$ cat src/rtl/assert_macros.svh
// Assertion macros shared by the RTL.
// Each check is clocked on the rising edge and held off while reset is low.
`ifndef ASSERT_MACROS_SVH
`define ASSERT_MACROS_SVH

`ifndef SYNTHESIS

`define OPW_ASSERT(label, clk, rst_n, prop, msg) \
	label: assert property (@(posedge clk) disable iff (!rst_n) (prop)) else $error(msg);

`define OPW_ASSERT_NEVER(label, clk, rst_n, cond, msg) \
	label: assert property (@(posedge clk) disable iff (!rst_n) (!(cond))) else $error(msg);

`else

`define OPW_ASSERT(label, clk, rst_n, prop, msg)

`define OPW_ASSERT_NEVER(label, clk, rst_n, cond, msg)

`endif

`endif

$ cat src/rtl/opw_pkg.sv
`timescale 1ns / 1ps

package opw_pkg;

	localparam int MAG_W       = 24;
	localparam int NOM_W       = 16;
	localparam int SYNC_W      = 23;
	localparam int TOL_W       = 7;
	localparam int MARGIN_W    = 17;
	localparam int RECIP_W     = 24;
	localparam int RECIP_SHIFT = 23;
	localparam int PROD_W      = NOM_W + RECIP_W;
	localparam int COUNT_W     = 16;
	localparam int ITEMS_W     = 3;
	localparam int OUT_VALUE_W = 64;
	localparam int CFG_IDX_W   = 8;
	localparam int CFG_DATA_W  = 23;
	localparam int TOL_DEPTH   = 1 << TOL_W;

	localparam logic [ITEMS_W-1:0] ITEMS_MIN = 3'd4;

	// configuration register indexes
	localparam logic [CFG_IDX_W-1:0] REG_SHORT_PULSE = 8'd0;
	localparam logic [CFG_IDX_W-1:0] REG_LONG_PULSE  = 8'd1;
	localparam logic [CFG_IDX_W-1:0] REG_SYNC_MIN    = 8'd2;
	localparam logic [CFG_IDX_W-1:0] REG_TOLERANCE   = 8'd3;

	localparam logic [NOM_W-1:0]  SHORT_RESET = 16'd350;
	localparam logic [NOM_W-1:0]  LONG_RESET  = 16'd1050;
	localparam logic [SYNC_W-1:0] SYNC_RESET  = 23'd4000;
	localparam logic [TOL_W-1:0]  TOL_RESET   = 7'd25;

	typedef enum logic [1:0] {
		PH_SYNC  = 2'd0,
		PH_MARK  = 2'd1,
		PH_SPACE = 2'd2,
		PH_STOP  = 2'd3
	} phase_t;

	typedef struct packed {
		logic signed [MAG_W-1:0] duration;
		logic                    last_item;
	} in_word_t;

	typedef struct packed {
		logic                   found;
		logic [COUNT_W-1:0]     bit_count;
		logic [OUT_VALUE_W-1:0] value;
	} out_word_t;

	// ceil(t * 2^23 / 100): n * entry >> 23 equals floor(n * t / 100) for any 16-bit n
	typedef logic [TOL_DEPTH-1:0][RECIP_W-1:0] recip_tab_t;

	function automatic recip_tab_t build_recip();
		recip_tab_t tab;
		for (int i = 0; i < TOL_DEPTH; i++) begin
			tab[i] = RECIP_W'(((longint'(i) <<< RECIP_SHIFT) + 64'd99) / 64'd100);
		end
		return tab;
	endfunction

	localparam recip_tab_t RECIP_TAB = build_recip();

endpackage

$ cat src/rtl/opw_window.sv
`timescale 1ns / 1ps

module opw_window import opw_pkg::*; (
	input  logic [MAG_W-1:0]    mag,
	input  logic [NOM_W-1:0]    nominal,
	input  logic [MARGIN_W-1:0] margin,
	output logic                hit
);

	logic [MAG_W-1:0] nom_ext;
	logic [MAG_W-1:0] diff;

	assign nom_ext = MAG_W'(nominal);
	assign diff    = (mag >= nom_ext) ? (mag - nom_ext) : (nom_ext - mag);
	assign hit     = (diff <= MAG_W'(margin));

endmodule
$ cat config.mk
export PLATFORM = sky130hd
export DESIGN_NAME = opw_window
export DESIGN_NICKNAME = d
export VERILOG_FILES = /design/src/rtl/assert_macros.svh /design/src/rtl/opw_pkg.sv /design/src/rtl/opw_window.sv
export SDC_FILE = /design/constraint.sdc
export NUM_CORES = 1
export LEC_CHECK = 0
export BUFFER_PORTS_ARGS = -buffer_cell sky130_fd_sc_hd__buf_4
export CORE_MARGIN = 4
export CORE_UTILIZATION = 58
export DETAILED_ROUTE_END_ITERATION = 10
export PLACE_DENSITY = 0.84
export SYNTH_ARGS = -nofsm -noshare
export SYNTH_HDL_FRONTEND = slang
export SYNTH_SLANG_ARGS = --single-unit
$ cat constraint.sdc
create_clock -name vclk -period 6
set_input_delay 0.6 -clock vclk [all_inputs]
set_output_delay 0.6 -clock vclk [all_outputs]
set_load 0.05 [all_outputs]
# Yosys cells after proc, flatten, opt, wreduce, memory -nomap -nowiden
# Index checks and enable logic that the tools add are counted.
# W data, S select, Z words.
dict set report word_totals {
  register_bits 0
  latchBits 0
  ramBits 0
  rom_bits 0
  in_bits 57
  output_inout_bits 1
  word_cells 5
  memories 0
}
dict set report op_classes {
  n_addsub 2
  multipliers 0
  div 0
  order_cmp 2
  n_eq_ne 0
  n_shift 0
  mux 1
  n_bitwise 0
  n_reduce_logical 0
}
# operator n
set op_table {}
lappend op_table {{$ge A24 B16 Y1} 1}
lappend op_table {{$le A24 B17 Y1} 1}
lappend op_table {{$mux W24} 1}
lappend op_table {{$sub A16 B24 Y24} 1}
lappend op_table {{$sub A24 B16 Y24} 1}

# Logic depth before layout (Yosys ltp)
dict set report depth {
  ltp_word 3
  ltp_mapped 21
  mapped_depth_nobuf 19
}

# Least setup slack after synthesis
# No wires, ideal clock.
dict set report synth_path {
  path_type {input to output}
  startpoint {input mag[0]}
  endpoint {output hit}
  arrival_time_ns 4.766
  t_required_ns 5.400
  setup_slack_ns 0.634
  path_stages 19
  path_buffers 1
  path_cell_list {inv_1 ha_1 inv_1 fa_1 nand3_2 a2111oi_4 a211oi_2 o211ai_4 buf_6 a2111oi_0 a21oi_1 xor2_1 ha_1 nand4_1 nor4_1 a21oi_1 a21o_1 a311o_1 nor4_2}
}
dict set report synth_via {
  elab_chain_cells 3
  elab_cells_between_ends 5
  classes_between {add/sub: 2; order compare: 2; mux: 1}
}
# element line
set synth_lines {}
lappend synth_lines {{from (decl)} opw_window.sv:4} ;# input logic [MAG_W-1:0] mag,
lappend synth_lines {{$sub A16 B24 Y24, or another cell as far along} opw_window.sv:14} ;# assign diff = (mag >= nom_ext) ? (mag - nom_ext) : (nom_ext - mag);
lappend synth_lines {{$mux W24 *} opw_window.sv:14}
lappend synth_lines {{$le A24 B17 Y1 *} opw_window.sv:15} ;# assign hit = (diff <= MAG_W'(margin));
lappend synth_lines {{to (decl)} opw_window.sv:7} ;# output logic hit
# Mark *: on every way between the ends. The rest lies on a longest branch, timed or not.

# Final worst setup path
dict set report layout_path {
  startpoint {input mag[7]}
  endpoint {output hit}
}
# The elaborated chain is that of the path after synthesis.

==> metrics.txt <==
final-report hold violation count 0; Critical-path top delay cell o211ai_4; status finished, final reports clean; initial antenna violation count 0; # hold bufs at CTS 0; final wirelength 6680 um; register area 0 um2; clock share of power 0%; final setup violating endpoints 0; Worst Hold Path EP hit; first-pass GRT wire length 11000 um; max_cap viols 0; num rows 23; port bufs 58; crit path cell chain buf_4 -> inv_1 -> ha_1 -> nand2_2 -> o21ai_1 -> a211oi_2 -> o211ai_4 -> mux2_2 -> a221oi_2 -> xnor2_1 -> ha_1 -> nand4_1 -> nor4_1 -> a21oi_1 -> a21o_1 -> a311o_1 -> nor4_2 -> buf_4; cell-internal power 0.125 mW; worst slack, placed 0.410 ns; Seq/Total Area, Yosys 0%; hold depth 4; CP Data Arrival Time 5.04 ns; Syn Nets 463; layout cells sized above 1 21.3%; Peak VDD IR 0.0535 mV; Yosys cell types 61; Mapped Cells 355; die area 0.00548 mm2; Setup Fix Bufs, Post-CTS 0; commonest non-fill, non-tap cell in the layout buf_4; fin crit period 5.64 ns; CP top delay family compound AO/OA/AOI/OAI gates; most frequent cells in the layout buf_4 (61), inv_1 (58), ha_1 (49), a21oi_1 (44), nand2_1 (28); nets 510; largest family of logic cells by synthesized area compound AO/OA/AOI/OAI gates; Die Ht 74.0 um; Ant. Diodes 0; worst stage delay on the critical path 0.53 ns; setup TNS 0 ns; final setup margin 0.360 ns; Flop pwr share 0%; hold path start mag[19]; sw frac 57.2%; RSZ-0062 raised after global routing no; largest net degree at the start of global routing 18; adder-cell share of the synthesized area 25.8%; max frequency 0.177 GHz; simple-gate portion of the synthesized area 19.6%; worst slew pin tran 0.622 ns; CP Max Fanout 17; gpl congestion 0.936; post-synthesis mux area share 4.30%; critical path class in -> out; top cells by area, synth ha_1 (24%), a21oi_1 (8.7%), inv_1 (8.6%); FF+latch count 0; Mapped Area 0.00253 mm2; placed cell count 450; utilization after layout 71.1%; CP startpoint kind input pin; Compound-Gate Fraction of Synth Area 31.3%; DRC errors left 0; core area 0.00412 mm2; Hold Path Class in -> out; PwrDens 99.6 mW/mm2; Die W 74.0 um; Resize count post-CTS 0; Critical Path Sink Type primary output; CP Buf/Inv Count 3; Post-DRT Antenna Nets 0; XOR/XNOR share of the synthesized area 5.54%; DRT Pass-1 Iters 5; Top-Level Pins 58; Layout Cells excl Fill 450; Initial Util 61.5%; Worst Path Required 5.40 ns; Worst slew margin 58.3%; P_sw 0.167 mW; CP Depth 18; WL/cell 14.8 um; Syn Area/Cell 7.13 um2; warnings from Yosys 0; vias in the first global route 2541; largest area contributor in the netlist ha_1; area grow syn2layout 15.7%; GRT Resource Usage Total 24.5%; combinational share of power 100.0%; final worst-path cycle share 94.0%; HPWL after DPL 5730 um; Via-to-Cell Ratio 6.02; share of the synthesized area in the top cell type 24.2%; global route total overflow 0; Vias 2711; Min Hold Slack 1.67 ns; clock buffers 0; P_leak 1.56 nW; Initial DRC Count 188; final max-slew violation count 0
-- cell usage after synthesis, types with 4 or more instances --
| cell type | count |
|---|---|
| nand2_1 | 28 |
| buf_4 | 5 |
| buf_2 | 5 |
| a21o_1 | 7 |
| a211oi_1 | 5 |
| mux2i_1 | 6 |
| nand4_1 | 6 |
| xnor2_1 | 8 |
| buf_6 | 5 |
| o21ai_0 | 19 |
| nor2_1 | 19 |
| nor2b_1 | 4 |
| xor2_1 | 8 |
| nand3_1 | 9 |
| inv_1 | 58 |
| a21oi_1 | 44 |
| nor3_1 | 4 |
| ha_1 | 49 |
-- logic make-up (layout without fill, tap and decap cells) --
kind of cell | Yosys count | after routing
AOI/OAI and AO/OA | 113 | 113
and+or+nand+nor | 91 | 91
buffers and inverters | 74 | 119
adders and majority gates | 51 | 51
xor gates and xnor gates | 16 | 16
muxes | 10 | 10
-- how the worst max path moves through the flow --
stage | startpoint | end | slack [ns]
finish | mag[7] | hit | 0.36
detailed placement | mag[3] | hit | 0.41
global placement | mag[7] | hit | 0.55
global route | mag[7] | hit | 0.04
floorplan | mag[0] | hit | 0.63
CTS | mag[3] | hit | 0.40
-- power groups by stage --
stage	Sequential (mW)	Clock [mW]	Combinational, mW
2_1_floorplan	0	0	0.206
3_3_place_gp	0	0	0.277
3_5_place_dp	0	0	0.286
4_1_cts	0	0	0.287
5_1_grt	0	0	0.324
6_report	0	0	0.292
-- cell type report --
class                           instances  area [um2]
Tap cell                               50        62.6
Inverter                               58         218
Timing Repair Buffer                   61         458
Fill cell                             368        1190
Multi-Input combinational cell        281        2190
-- tightest hold or removal path: cells and delay by family --
kind	cells	cell delay, ns
and+or+nand+nor	1	0.05
buffers and inverters	2	0.28
xor gates and xnor gates	1	0.13
-- layer usage --
layer  vias to the layer above  GRT usage (%)  routed length [um]
li1                       1350              -                   -
met1                      1237           35.2                3020
met2                       114           41.7                3100
met3                        10          0.676                 478
met4                         0           3.22                  81
met5                         -              0                   0
-- metrics by stage --
stage	total power [mW]	cell area, um2
2_1_floorplan	0.206	2530
3_3_place_gp	0.277	2930
3_5_place_dp	0.286	2930
4_1_cts	0.287	2930
5_1_grt	0.324	2930
6_report	0.292	2930
No activity file was read; power rests on OpenSTA's default activity.
